$ cat src/hdl/aoc_pkg.sv
// ----------------------------------------------------------------------------
// aoc_pkg
// shared widths, register indexes, reset values and pixel type of the
// alpha over compositor
// ----------------------------------------------------------------------------
package aoc_pkg;

  localparam int CoordBits   = 12;
  localparam int SizeBits    = CoordBits + 1;
  localparam int ChanBits    = 3;
  localparam int CfgIdxBits  = 3;
  localparam int CfgDataBits = SizeBits;
  localparam int PipeStages  = 8;

  localparam logic [CfgIdxBits-1:0] RegForeChannels = 3'd0;
  localparam logic [CfgIdxBits-1:0] RegBackChannels = 3'd1;
  localparam logic [CfgIdxBits-1:0] RegForeWidth    = 3'd2;
  localparam logic [CfgIdxBits-1:0] RegBackHeight   = 3'd3;
  localparam logic [CfgIdxBits-1:0] RegOffsetX      = 3'd4;
  localparam logic [CfgIdxBits-1:0] RegOffsetY      = 3'd5;

  localparam logic [ChanBits-1:0] ChanGray      = 3'd1;
  localparam logic [ChanBits-1:0] ChanGrayAlpha = 3'd2;
  localparam logic [ChanBits-1:0] ChanRgb       = 3'd3;
  localparam logic [ChanBits-1:0] ChanRgba      = 3'd4;

  localparam logic [ChanBits-1:0]  ResetChannels  = ChanRgba;
  localparam logic [SizeBits-1:0]  ResetForeWidth = SizeBits'(640);
  localparam logic [SizeBits-1:0]  ResetBackHeight = SizeBits'(480);
  localparam logic [CoordBits-1:0] ResetOffset    = '0;

  localparam logic [7:0] Full = 8'hFF;

  typedef struct packed {
    logic [7:0] r;
    logic [7:0] g;
    logic [7:0] b;
    logic [7:0] a;
  } rgba_t;

endpackage

$ cat src/hdl/aoc_ifs.sv
// ----------------------------------------------------------------------------
// aoc interfaces
// valid/ready channels for pixel input, pixel output and register writes
// ----------------------------------------------------------------------------
interface aoc_pix_in_if;
  logic                          valid;
  logic                          ready;
  logic [7:0]                    fore_b0;
  logic [7:0]                    fore_b1;
  logic [7:0]                    fore_b2;
  logic [7:0]                    fore_b3;
  logic [7:0]                    back_b0;
  logic [7:0]                    back_b1;
  logic [7:0]                    back_b2;
  logic [7:0]                    back_b3;
  logic [aoc_pkg::CoordBits-1:0] pos_x;
  logic [aoc_pkg::CoordBits-1:0] pos_y;

  modport source (
    output valid, fore_b0, fore_b1, fore_b2, fore_b3,
    output back_b0, back_b1, back_b2, back_b3, pos_x, pos_y,
    input  ready
  );
  modport sink (
    input  valid, fore_b0, fore_b1, fore_b2, fore_b3,
    input  back_b0, back_b1, back_b2, back_b3, pos_x, pos_y,
    output ready
  );
endinterface

interface aoc_pix_out_if;
  logic       valid;
  logic       ready;
  logic [7:0] red;
  logic [7:0] green;
  logic [7:0] blue;
  logic [7:0] alpha;

  modport source (output valid, red, green, blue, alpha, input ready);
  modport sink (input valid, red, green, blue, alpha, output ready);
endinterface

interface aoc_cfg_if;
  logic                            valid;
  logic                            ready;
  logic [aoc_pkg::CfgIdxBits-1:0]  index;
  logic [aoc_pkg::CfgDataBits-1:0] data;

  modport source (output valid, index, data, input ready);
  modport sink (input valid, index, data, output ready);
endinterface

$ cat src/hdl/alpha_over_compositor_core.sv
// ----------------------------------------------------------------------------
// alpha_over_compositor_core
// expands foreground and background pixels to rgba and composites the
// foreground over the background inside the offset window
// ----------------------------------------------------------------------------
//  port    dir  beat contents
//  cfg_i   in   register index, write data
//  pix_i   in   fore_b0..3, back_b0..3, pos_x, pos_y
//  pix_o   out  red, green, blue, alpha
//
//  one pixel per cycle while pix_o is not stalled
//  stages: products, /255 reciprocal, /255 correction, sums, then a
//  two bits per stage divider ending in the output register
//  reset loads register defaults and empties the pipeline
//  a full stage holds while the next one cannot move; empty stages keep filling
//  config writes are always accepted
// ----------------------------------------------------------------------------
module alpha_over_compositor_core (
  input  logic          clk_i,
  input  logic          rst_ni,
  aoc_cfg_if.sink       cfg_i,
  aoc_pix_in_if.sink    pix_i,
  aoc_pix_out_if.source pix_o
);

  typedef struct packed {
    logic                 in_win;
    aoc_pkg::rgba_t       fg;
    logic [2:0][15:0]     fprod;
    logic [2:0][7:0]      bcol;
    logic [15:0]          t;
  } s1_t;

  typedef struct packed {
    logic                 in_win;
    aoc_pkg::rgba_t       fg;
    logic [2:0][15:0]     fprod;
    logic [15:0]          t;
    logic [7:0]           tq0;
    logic [2:0][23:0]     gp;
  } s2_t;

  typedef struct packed {
    logic                 in_win;
    aoc_pkg::rgba_t       fg;
    logic [2:0][15:0]     fprod;
    logic [7:0]           ao;
    logic [2:0][23:0]     gp;
    logic [2:0][15:0]     gq0;
  } s3_t;

  typedef struct packed {
    logic                 in_win;
    aoc_pkg::rgba_t       fg;
    logic [7:0]           ao;
    logic [2:0][16:0]     num;
  } s4_t;

  typedef struct packed {
    logic                 in_win;
    aoc_pkg::rgba_t       fg;
    logic [7:0]           ao;
    logic [2:0]           sat;
    logic [2:0][16:0]     rem;
    logic [2:0][7:0]      quo;
  } div_t;

  function automatic aoc_pkg::rgba_t expand_px(input logic [aoc_pkg::ChanBits-1:0] ch,
                                               input logic [7:0] b0, input logic [7:0] b1,
                                               input logic [7:0] b2, input logic [7:0] b3);
    aoc_pkg::rgba_t px;
    case (ch)
      aoc_pkg::ChanGray:      px = {b0, b0, b0, aoc_pkg::Full};
      aoc_pkg::ChanGrayAlpha: px = {b0, b0, b0, b1};
      aoc_pkg::ChanRgb:       px = {b0, b1, b2, aoc_pkg::Full};
      default:                px = {b0, b1, b2, b3};
    endcase
    return px;
  endfunction

  // one restoring step: {quotient bit, new remainder}
  function automatic logic [17:0] div_step(input logic [16:0] rem, input logic [7:0] ao,
                                           input logic [2:0] sh);
    logic [16:0] trial;
    trial = 17'(ao) << sh;
    if (rem >= trial) begin
      return {1'b1, rem - trial};
    end
    return {1'b0, rem};
  endfunction

  // configuration registers
  logic [aoc_pkg::ChanBits-1:0]  fore_ch_q, fore_ch_d;
  logic [aoc_pkg::ChanBits-1:0]  back_ch_q, back_ch_d;
  logic [aoc_pkg::SizeBits-1:0]  fore_w_q, fore_w_d;
  logic [aoc_pkg::SizeBits-1:0]  back_h_q, back_h_d;
  logic [aoc_pkg::CoordBits-1:0] off_x_q, off_x_d;
  logic [aoc_pkg::CoordBits-1:0] off_y_q, off_y_d;

  assign cfg_i.ready = 1'b1;

  always_comb begin
    fore_ch_d = fore_ch_q;
    back_ch_d = back_ch_q;
    fore_w_d  = fore_w_q;
    back_h_d  = back_h_q;
    off_x_d   = off_x_q;
    off_y_d   = off_y_q;
    if (cfg_i.valid && cfg_i.ready) begin
      case (cfg_i.index)
        aoc_pkg::RegForeChannels: fore_ch_d = cfg_i.data[aoc_pkg::ChanBits-1:0];
        aoc_pkg::RegBackChannels: back_ch_d = cfg_i.data[aoc_pkg::ChanBits-1:0];
        aoc_pkg::RegForeWidth:    fore_w_d  = cfg_i.data[aoc_pkg::SizeBits-1:0];
        aoc_pkg::RegBackHeight:   back_h_d  = cfg_i.data[aoc_pkg::SizeBits-1:0];
        aoc_pkg::RegOffsetX:      off_x_d   = cfg_i.data[aoc_pkg::CoordBits-1:0];
        aoc_pkg::RegOffsetY:      off_y_d   = cfg_i.data[aoc_pkg::CoordBits-1:0];
        default: ;
      endcase
    end
  end

  always_ff @(posedge clk_i or negedge rst_ni) begin
    if (!rst_ni) begin
      fore_ch_q <= aoc_pkg::ResetChannels;
      back_ch_q <= aoc_pkg::ResetChannels;
      fore_w_q  <= aoc_pkg::ResetForeWidth;
      back_h_q  <= aoc_pkg::ResetBackHeight;
      off_x_q   <= aoc_pkg::ResetOffset;
      off_y_q   <= aoc_pkg::ResetOffset;
    end else begin
      fore_ch_q <= fore_ch_d;
      back_ch_q <= back_ch_d;
      fore_w_q  <= fore_w_d;
      back_h_q  <= back_h_d;
      off_x_q   <= off_x_d;
      off_y_q   <= off_y_d;
    end
  end

  // stage valids and per-stage enables
  logic [aoc_pkg::PipeStages-1:0] v_q, v_d, en;

  always_comb begin
    en[aoc_pkg::PipeStages-1] = !v_q[aoc_pkg::PipeStages-1] || pix_o.ready;
    for (int k = aoc_pkg::PipeStages - 2; k >= 0; k--) begin
      en[k] = !v_q[k] || en[k+1];
    end
    v_d[0] = pix_i.valid;
    for (int k = 1; k < aoc_pkg::PipeStages; k++) begin
      v_d[k] = v_q[k-1];
    end
  end

  always_ff @(posedge clk_i or negedge rst_ni) begin
    if (!rst_ni) begin
      v_q <= '0;
    end else begin
      for (int k = 0; k < aoc_pkg::PipeStages; k++) begin
        if (en[k]) begin
          v_q[k] <= v_d[k];
        end
      end
    end
  end

  assign pix_i.ready = en[0];

  // stage 1: expand, window test, first products
  s1_t s1_q, s1_d;
  aoc_pkg::rgba_t fg, bg;
  logic signed [aoc_pkg::SizeBits+1:0] xlim;
  logic [aoc_pkg::SizeBits:0] ylim;

  always_comb begin
    fg = expand_px(fore_ch_q, pix_i.fore_b0, pix_i.fore_b1, pix_i.fore_b2, pix_i.fore_b3);
    bg = expand_px(back_ch_q, pix_i.back_b0, pix_i.back_b1, pix_i.back_b2, pix_i.back_b3);
    xlim = $signed({2'b00, fore_w_q}) - $signed({3'b000, off_x_q});
    ylim = {1'b0, back_h_q} + {2'b00, off_y_q};
    s1_d.in_win = (pix_i.pos_x >= off_x_q) && ($signed({3'b000, pix_i.pos_x}) < xlim) &&
                  (pix_i.pos_y >= off_y_q) && ({2'b00, pix_i.pos_y} < ylim);
    s1_d.fg       = fg;
    s1_d.fprod[0] = 16'(fg.r) * 16'(fg.a);
    s1_d.fprod[1] = 16'(fg.g) * 16'(fg.a);
    s1_d.fprod[2] = 16'(fg.b) * 16'(fg.a);
    s1_d.bcol[0]  = bg.r;
    s1_d.bcol[1]  = bg.g;
    s1_d.bcol[2]  = bg.b;
    s1_d.t        = 16'(bg.a) * 16'(aoc_pkg::Full - fg.a);
  end

  // stage 2: reciprocal estimate of t/255, background products
  s2_t s2_q, s2_d;
  logic [23:0] tsum;

  always_comb begin
    tsum        = {8'b0, s1_q.t} + {s1_q.t, 8'b0};
    s2_d.in_win = s1_q.in_win;
    s2_d.fg     = s1_q.fg;
    s2_d.fprod  = s1_q.fprod;
    s2_d.t      = s1_q.t;
    s2_d.tq0    = tsum[23:16];
    for (int c = 0; c < 3; c++) begin
      s2_d.gp[c] = 24'(s1_q.bcol[c]) * 24'(s1_q.t);
    end
  end

  // stage 3: output alpha, reciprocal estimate of background terms
  s3_t s3_q, s3_d;
  logic [15:0] tr;
  logic [2:0][31:0] gsum;

  always_comb begin
    tr          = s2_q.t - ({s2_q.tq0, 8'b0} - {8'b0, s2_q.tq0});
    s3_d.in_win = s2_q.in_win;
    s3_d.fg     = s2_q.fg;
    s3_d.fprod  = s2_q.fprod;
    s3_d.gp     = s2_q.gp;
    s3_d.ao     = s2_q.fg.a + ((tr >= 16'(aoc_pkg::Full)) ? s2_q.tq0 + 8'd1 : s2_q.tq0);
    for (int c = 0; c < 3; c++) begin
      gsum[c]     = {8'b0, s2_q.gp[c]} + {s2_q.gp[c], 8'b0};
      s3_d.gq0[c] = gsum[c][31:16];
    end
  end

  // stage 4: correct background terms, color numerators
  s4_t s4_q, s4_d;
  logic [2:0][23:0] gr;
  logic [2:0][15:0] gq;

  always_comb begin
    s4_d.in_win = s3_q.in_win;
    s4_d.fg     = s3_q.fg;
    s4_d.ao     = s3_q.ao;
    for (int c = 0; c < 3; c++) begin
      gr[c] = s3_q.gp[c] - ({s3_q.gq0[c], 8'b0} - {8'b0, s3_q.gq0[c]});
      gq[c] = (gr[c] >= 24'(aoc_pkg::Full)) ? s3_q.gq0[c] + 16'd1 : s3_q.gq0[c];
      s4_d.num[c] = 17'(s3_q.fprod[c]) + 17'(gq[c]);
    end
  end

  // divider stages, two quotient bits each
  div_t d0_q, d0_d, d1_q, d1_d, d2_q, d2_d;
  logic [2:0][17:0] st0a, st0b, st1a, st1b, st2a, st2b;

  always_comb begin
    d0_d.in_win = s4_q.in_win;
    d0_d.fg     = s4_q.fg;
    d0_d.ao     = s4_q.ao;
    for (int c = 0; c < 3; c++) begin
      d0_d.sat[c] = s4_q.num[c] >= {1'b0, s4_q.ao, 8'b0};
      st0a[c]     = div_step(s4_q.num[c], s4_q.ao, 3'd7);
      st0b[c]     = div_step(st0a[c][16:0], s4_q.ao, 3'd6);
      d0_d.rem[c] = st0b[c][16:0];
      d0_d.quo[c] = {st0a[c][17], st0b[c][17], 6'b0};
    end
  end

  always_comb begin
    d1_d = d0_q;
    for (int c = 0; c < 3; c++) begin
      st1a[c]        = div_step(d0_q.rem[c], d0_q.ao, 3'd5);
      st1b[c]        = div_step(st1a[c][16:0], d0_q.ao, 3'd4);
      d1_d.rem[c]    = st1b[c][16:0];
      d1_d.quo[c][5] = st1a[c][17];
      d1_d.quo[c][4] = st1b[c][17];
    end
  end

  always_comb begin
    d2_d = d1_q;
    for (int c = 0; c < 3; c++) begin
      st2a[c]        = div_step(d1_q.rem[c], d1_q.ao, 3'd3);
      st2b[c]        = div_step(st2a[c][16:0], d1_q.ao, 3'd2);
      d2_d.rem[c]    = st2b[c][16:0];
      d2_d.quo[c][3] = st2a[c][17];
      d2_d.quo[c][2] = st2b[c][17];
    end
  end

  // output stage: last two bits, zero alpha, saturation, pass-through
  aoc_pkg::rgba_t out_q, out_d;
  logic [2:0][17:0] st3a, st3b;
  logic [2:0][7:0] quo_f, col;

  always_comb begin
    for (int c = 0; c < 3; c++) begin
      st3a[c]  = div_step(d2_q.rem[c], d2_q.ao, 3'd1);
      st3b[c]  = div_step(st3a[c][16:0], d2_q.ao, 3'd0);
      quo_f[c] = {d2_q.quo[c][7:2], st3a[c][17], st3b[c][17]};
      if (d2_q.ao == 8'd0) begin
        col[c] = 8'd0;
      end else if (d2_q.sat[c]) begin
        col[c] = aoc_pkg::Full;
      end else begin
        col[c] = quo_f[c];
      end
    end
    if (d2_q.in_win) begin
      out_d = {col[0], col[1], col[2], d2_q.ao};
    end else begin
      out_d = d2_q.fg;
    end
  end

  always_ff @(posedge clk_i) begin
    if (en[0]) begin
      s1_q <= s1_d;
    end
    if (en[1]) begin
      s2_q <= s2_d;
    end
    if (en[2]) begin
      s3_q <= s3_d;
    end
    if (en[3]) begin
      s4_q <= s4_d;
    end
    if (en[4]) begin
      d0_q <= d0_d;
    end
    if (en[5]) begin
      d1_q <= d1_d;
    end
    if (en[6]) begin
      d2_q <= d2_d;
    end
    if (en[7]) begin
      out_q <= out_d;
    end
  end

  assign pix_o.valid = v_q[aoc_pkg::PipeStages-1];
  assign pix_o.red   = out_q.r;
  assign pix_o.green = out_q.g;
  assign pix_o.blue  = out_q.b;
  assign pix_o.alpha = out_q.a;

  // empty output register means the whole pipe can move
  a_ready_when_out_empty: assert property (@(posedge clk_i) disable iff (!rst_ni)
    !pix_o.valid |-> pix_i.ready)
    else $error("input stalled with empty output stage");

  a_accept_fills_stage1: assert property (@(posedge clk_i) disable iff (!rst_ni)
    pix_i.valid && pix_i.ready |=> v_q[0])
    else $error("accepted beat not in first stage");

  a_alpha_not_below_fg: assert property (@(posedge clk_i) disable iff (!rst_ni)
    v_q[2] |-> s3_q.ao >= s3_q.fg.a)
    else $error("output alpha below foreground alpha");

  a_div_rem_bound: assert property (@(posedge clk_i) disable iff (!rst_ni)
    v_q[5] && !d1_q.sat[0] |-> d1_q.rem[0] < (17'(d1_q.ao) << 4))
    else $error("divider remainder out of range");

endmodule
$ cat src/flat_wrapper.sv
// flat-port wrapper written by rule: the top's interface ports become plain ports
module alpha_over_compositor_core_flat 
  (clk_i, rst_ni, cfg_i_valid, cfg_i_index, cfg_i_data, cfg_i_ready, pix_i_valid, pix_i_fore_b0, pix_i_fore_b1, pix_i_fore_b2, pix_i_fore_b3, pix_i_back_b0, pix_i_back_b1, pix_i_back_b2, pix_i_back_b3, pix_i_pos_x, pix_i_pos_y, pix_i_ready, pix_o_valid, pix_o_red, pix_o_green, pix_o_blue, pix_o_alpha, pix_o_ready);
  aoc_cfg_if cfg_i_i ();
  aoc_pix_in_if pix_i_i ();
  aoc_pix_out_if pix_o_i ();
  input  logic clk_i;
  input  logic rst_ni;
  input wire logic [$bits(cfg_i_i.valid)-1:0] cfg_i_valid;
  input wire logic [$bits(cfg_i_i.index)-1:0] cfg_i_index;
  input wire logic [$bits(cfg_i_i.data)-1:0] cfg_i_data;
  output wire logic [$bits(cfg_i_i.ready)-1:0] cfg_i_ready;
  input wire logic [$bits(pix_i_i.valid)-1:0] pix_i_valid;
  input wire logic [$bits(pix_i_i.fore_b0)-1:0] pix_i_fore_b0;
  input wire logic [$bits(pix_i_i.fore_b1)-1:0] pix_i_fore_b1;
  input wire logic [$bits(pix_i_i.fore_b2)-1:0] pix_i_fore_b2;
  input wire logic [$bits(pix_i_i.fore_b3)-1:0] pix_i_fore_b3;
  input wire logic [$bits(pix_i_i.back_b0)-1:0] pix_i_back_b0;
  input wire logic [$bits(pix_i_i.back_b1)-1:0] pix_i_back_b1;
  input wire logic [$bits(pix_i_i.back_b2)-1:0] pix_i_back_b2;
  input wire logic [$bits(pix_i_i.back_b3)-1:0] pix_i_back_b3;
  input wire logic [$bits(pix_i_i.pos_x)-1:0] pix_i_pos_x;
  input wire logic [$bits(pix_i_i.pos_y)-1:0] pix_i_pos_y;
  output wire logic [$bits(pix_i_i.ready)-1:0] pix_i_ready;
  output wire logic [$bits(pix_o_i.valid)-1:0] pix_o_valid;
  output wire logic [$bits(pix_o_i.red)-1:0] pix_o_red;
  output wire logic [$bits(pix_o_i.green)-1:0] pix_o_green;
  output wire logic [$bits(pix_o_i.blue)-1:0] pix_o_blue;
  output wire logic [$bits(pix_o_i.alpha)-1:0] pix_o_alpha;
  input wire logic [$bits(pix_o_i.ready)-1:0] pix_o_ready;
  assign cfg_i_i.valid = cfg_i_valid;
  assign cfg_i_i.index = cfg_i_index;
  assign cfg_i_i.data = cfg_i_data;
  assign cfg_i_ready = cfg_i_i.ready;
  assign pix_i_i.valid = pix_i_valid;
  assign pix_i_i.fore_b0 = pix_i_fore_b0;
  assign pix_i_i.fore_b1 = pix_i_fore_b1;
  assign pix_i_i.fore_b2 = pix_i_fore_b2;
  assign pix_i_i.fore_b3 = pix_i_fore_b3;
  assign pix_i_i.back_b0 = pix_i_back_b0;
  assign pix_i_i.back_b1 = pix_i_back_b1;
  assign pix_i_i.back_b2 = pix_i_back_b2;
  assign pix_i_i.back_b3 = pix_i_back_b3;
  assign pix_i_i.pos_x = pix_i_pos_x;
  assign pix_i_i.pos_y = pix_i_pos_y;
  assign pix_i_ready = pix_i_i.ready;
  assign pix_o_valid = pix_o_i.valid;
  assign pix_o_red = pix_o_i.red;
  assign pix_o_green = pix_o_i.green;
  assign pix_o_blue = pix_o_i.blue;
  assign pix_o_alpha = pix_o_i.alpha;
  assign pix_o_i.ready = pix_o_ready;
  alpha_over_compositor_core u_core (.clk_i(clk_i), .rst_ni(rst_ni), .cfg_i(cfg_i_i), .pix_i(pix_i_i), .pix_o(pix_o_i));
endmodule
$ cat config.mk
export PLATFORM = sky130hd
export DESIGN_NAME = alpha_over_compositor_core_flat
export DESIGN_NICKNAME = d
export VERILOG_FILES = /design/src/hdl/aoc_pkg.sv /design/src/hdl/aoc_ifs.sv /design/src/hdl/alpha_over_compositor_core.sv /design/src/flat_wrapper.sv
export SDC_FILE = /design/constraint.sdc
export NUM_CORES = 2
export LEC_CHECK = 0
export BUFFER_PORTS_ARGS = -buffer_cell sky130_fd_sc_hd__buf_4
export CAP_MARGIN = 0
export CELL_PAD_IN_SITES_DETAIL_PLACEMENT = 0
export CELL_PAD_IN_SITES_GLOBAL_PLACEMENT = 1
export CORE_AREA = 2 2 348 436
export DETAILED_ROUTE_END_ITERATION = 10
export DIE_AREA = 0 0 350 438
export PLACE_DENSITY = 0.83
export SETUP_SLACK_MARGIN = 0.5
export SYNTH_ARGS = -nofsm -noshare
export SYNTH_HDL_FRONTEND = slang
export SYNTH_SLANG_ARGS = --single-unit
$ cat constraint.sdc
create_clock -name clk_i -period 19.9 [get_ports clk_i]
set_clock_uncertainty 0.2 [all_clocks]
set_input_delay 2.985 -clock clk_i [delete_from_list [all_inputs] [get_ports clk_i]]
set_output_delay 2.985 -clock clk_i [all_outputs]
set_load 0.005 [all_outputs]
Word-level counts from Yosys, hierarchy flattened
Cells that the tools add are included.
- flip-flop bits (word level): 1016
- word-level logic and storage cells: 333
- input port bits: 109
- multipliers: 7
- reduce and logical (&&, ||, !) cells: 27
- magnitude comparators: 35
- muxes and demuxes: 85
- $add $sub $neg: 47
- eq/ne operators: 11
- operator list (operator ; number):
    two-way mux 18 bit ; 30
    two-way mux 17 bit ; 18
    case mux 24 bit (3 select lines) ; 2
    adder 24 x 32 -> 32 bit ; 3
    greater-or-equal comparator 24 x 8 -> 1 bit, second input constant ; 3
    multiplier 8 x 16 -> 24 bit ; 3
    subtractor 24 x 16 -> 24 bit ; 3
    subtractor 24 bit ; 3
    two-way mux 8 bit ; 7
    adder 16 x 16 -> 17 bit ; 3
    greater-or-equal comparator 17 x 10 -> 1 bit ; 3
    greater-or-equal comparator 17 x 11 -> 1 bit ; 3
    greater-or-equal comparator 17 x 12 -> 1 bit ; 3
    greater-or-equal comparator 17 x 13 -> 1 bit ; 3
    greater-or-equal comparator 17 x 14 -> 1 bit ; 3
    greater-or-equal comparator 17 x 15 -> 1 bit ; 3
    greater-or-equal comparator 17 x 16 -> 1 bit ; 3
    greater-or-equal comparator 17 x 8 -> 1 bit ; 3
    greater-or-equal comparator 17 x 9 -> 1 bit ; 3
    subtractor 17 x 10 -> 17 bit ; 3
    subtractor 17 x 11 -> 17 bit ; 3
    subtractor 17 x 12 -> 17 bit ; 3
    subtractor 17 x 13 -> 17 bit ; 3
    subtractor 17 x 14 -> 17 bit ; 3
    30 further kinds ; 95

Logic depth before layout (Yosys ltp)
- word-level depth: 9
- mapped depth: 30
- gate-level depth less buffers: 27

Least setup slack after synthesis
No wires, ideal clock.
- path type: input to output
- start: in pix_o_ready
- end: out pix_i_ready
- stages: 6
- arrival time: 15.320 ns
- path slack: 1.395 ns
- buffers on the path: 0
- required time: 16.715 ns
- cells stage by stage: nor2b_1 nand3_1 nor2_1 nand3_1 inv_1 nand3_1
- cells in the longest elaborated chain, start to end: 8
- RTL lines (what ; line ; text):
    start, declared ; flat_wrapper.sv:30 ; input wire logic [$bits(pix_o_i.ready)-1:0] pix_o_ready;
    logical OR 1 bit ; alpha_over_compositor_core.sv:144 ; en[aoc_pkg::PipeStages-1] = !v_q[aoc_pkg::PipeStages-1] || pix_o.ready;
    logical OR 1 bit (2 in a row) ; alpha_over_compositor_core.sv:146 ; en[k] = !v_q[k] || en[k+1];
    via u_core.en, one bit ; alpha_over_compositor_core.sv:141 ; logic [aoc_pkg::PipeStages-1:0] v_q, v_d, en;
    logical OR 1 bit (3 in a row) ; alpha_over_compositor_core.sv:146 ;
    via u_core.en, one bit ; alpha_over_compositor_core.sv:141 ;
    logical OR 1 bit (2 in a row) ; alpha_over_compositor_core.sv:146 ;
    end, declared ; flat_wrapper.sv:24 ; output wire logic [$bits(pix_i_i.ready)-1:0] pix_i_ready;
The timed path passes the listed nets, and every way through them passes these cells.

Worst setup path after layout
Ends and elaborated chain as after synthesis.

==> results.cfg <==
[logic_synthesis]
syn_nets = 8642
netlist_instances = 7270
ys_seq_area_frac = 0.392
avgSynthCellArea_um2 = 10.6
yosysUniqueCellTypes = 97
synth_commonest_cells = edfxtp_1 (952), inv_1 (950), ha_1 (816), nand2_1 (631), nor2_1 (453)
synth_top_area_frac = 0.371
ys.flop_type = edfxtp_1
synth_area_leaders = edfxtp_1 (37%), ha_1 (13%), fa_1 (12%)
ys.warnings.count = 0
synth.cell_area_um2 = 77000
ys_ff_latch = 1016
synth_top_area_cell = edfxtp_1
async_flop_share = 0.0630
synth-edff-count = 952
synthMostInstantiatedCell = edfxtp_1

[critical_path]
reg2reg_setup_slack_ps = 11550
cp.arrival_ps = 6160
crit_type = in2out
r2r-end = u_core.s4_q[33]$_DFFE_PP_
worst-path-max-fanout = 68
critPathLaunchType = input port
timing.critical_path.from = pix_o_ready
r2r_cells = 25
crit_required_ps = 16720
critPathCaptureType = output port
r2r_start = u_core.s3_q[16]$_DFFE_PP_
critPathCapture = pix_i_ready

[hold_path]
min_path_type = reg2reg

[global_routing]
grt_max_degree = 84
grt_pass1_wl_mm = 300
grt_overflow = 0
grt_usage = 0.252
grt_antenna_before_repair = 3
grt_pass1_vias = 54349

[detailed_routing]
drt-initial-drc-count = 3592
firstDrtPassIters = 8
drt-total-wl_mm = 191
drtAntennaViolNets = 0
post-route-drc-count = 0
wl_per_cell_um = 20.1
dr_total_vias = 53369
via_per_inst = 5.62

[cts]
cts_resized = 0
cts_buffers = 104
path_clk_slew_ps = 60
clkLatencyLatePin_ps = 760
htreeDepth = 3
cts_hold_buffers = 0
cts_buffer_depth = 3
clockRootBuffer = clkbuf_16
cts_tree = done
postCtsSetupBuffers = 0
clkSinkCount = 1016

[placed_design]
gp_congestion = 0.928
io_buffers = 142
dp.final_hpwl_mm = 148

[final_layout]
nNetsFinal = 8765
fillers = 12712
drive_above_1_share = 0.0688
final-seq-area_um2 = 30200
syn2layout_area_growth_pct = 9.05
multi_input_area_um2 = 42600

[floorplanning]
die_h_um = 438
die-area_um2 = 153000
fp.dieW_um = 350
core_um2 = 149000
pin_count = 144
rows = 159
initial_core_util = 0.515

[outcome]
status = finished clean

[sta]
slew_viol_final = 0
fin_setup_tns_ps = 0
finalSetupViolations = 0
finalHoldViolCount = 0
worst_pin_slew_ps = 1240
slew_headroom = 0.159
fin_crit_sh = 0.469
period_minus_slack_ps = 9340
rsz0062_at_grt = false
max_freq_mhz = 107

[flow_run]
cap_violations = 0
-- logic make-up after synthesis --
family / share of synthesized area
simple gates: 0.129
fa+ha+maj: 0.249
compound gates: 0.104
buf+inv: 0.0554
flops: 0.392
xor+xnor: 0.0489
mux: 0.0219
other cells: 0.0000487
-- registers in the layout, indices dropped and copies added (netlist names), 8 cells and up --
signal,flops
u_core.off_x_q,12
u_core.d1_q,107
u_core.s1_q,121
u_core.fore_w_q,13
u_core.v_q,8
u_core.pix_o.alpha,8
u_core.s4_q,51
u_core.d0_q,101
u_core.pix_o.blue,8
u_core.s3_q,209
u_core.back_h_q,13
u_core.d0_d,41
u_core.off_y_q,12
u_core.s2_q,177
u_core.pix_o.red,8
u_core.pix_o.green,8
u_core.d2_q,113
-- layer usage --
layer,GRT usage,routed length (µm)
met1,0.306,77200
met5,0,8
met2,0.457,97600
met4,0.0942,7550
met3,0.0290,8560
-- worst max-delay path, stage by stage --
cell and delay (ps):
buf_4 110, nor2b_1 390, nand3_4 510, nor2_1 640
nand3_4 100, buf_4 370, inv_1 280, nand3_4 80
buf_4 380, buf_4 280
-- layout make-up --
class                      count  share of cell area
antenna                        1           0.0000298
clock buffer                 118              0.0316
clock inverter                70              0.0110
inverter                     955              0.0427
multi-input combinational   5122               0.508
sequential                  1016               0.360
tap                         2012              0.0300
timing repair buffer         194              0.0173
-- through the flow --
stage	area [µm²]	hold slack (ps)	util	instances	setup slack, ps
floorplan	77000	200	-	7270	1400
global placement	80400	200	0.538	9299	10550
detailed placement	80400	205	0.538	9299	10450
CTS	83900	213	0.562	9487	10440
global route	83900	218	0.562	9488	10190
finish	83900	212	0.562	9488	10560
-- worst min path at each step --
stage,slack (ps),endpoint,depth (start not counted),from
3_5_place_dp,200,u_core.d0_d[100]$_DFFE_PP_,0,u_core.s3_q[190]$_DFFE_PP_
2_1_floorplan,200,u_core.d0_d[100]$_DFFE_PP_,0,u_core.s3_q[190]$_DFFE_PP_
6_report,210,u_core.d2_q[104]$_DFFE_PP_,0,u_core.d1_q[104]$_DFFE_PP_
3_3_place_gp,200,u_core.s2_q[174]$_DFFE_PP_,0,u_core.s1_q[118]$_DFFE_PP_
4_1_cts,210,u_core.d0_d[104]$_DFFE_PP_,0,u_core.s3_q[194]$_DFFE_PP_
5_1_grt,220,u_core.d0_d[78]$_DFFE_PP_,0,u_core.s3_q[120]$_DFFE_PP_
-- layout by cell type (no fill, tap or decap), types with 19 or more instances in the layout --
master     Yosys  routed
edfxtp_1     952     952
inv_1        950     949
ha_1         816     816
nand2_1      631     628
nor2_1       453     452
fa_1         447     447
a21oi_1      339     339
xnor2_1      321     321
o21ai_0      290     290
and2_1       245     245
buf_4          1     194
a21o_1       123     123
xor2_1       109     109
clkbuf_16      0     104
mux2_2       101     101
nand2b_1      93      93
nand3_1       93      90
nor3_1        87      87
nor2b_1       86      86
nand4_1       76      76
o21a_1        73      73
dfrtp_1       56      56
nor4_1        53      52
a21boi_0      47      47
o21bai_1      44      44
o22ai_1       45      44
mux2i_1       41      41
and3_1        40      40
o211ai_1      35      35
or3_1         32      32
o31ai_1       30      30
or4_1         25      25
o22a_1        24      24
nor3b_1       24      22
nand3b_1      19      19
Power is not shown: default switching activity piles up to over one toggle a cycle in this logic, so the estimate is an artifact.
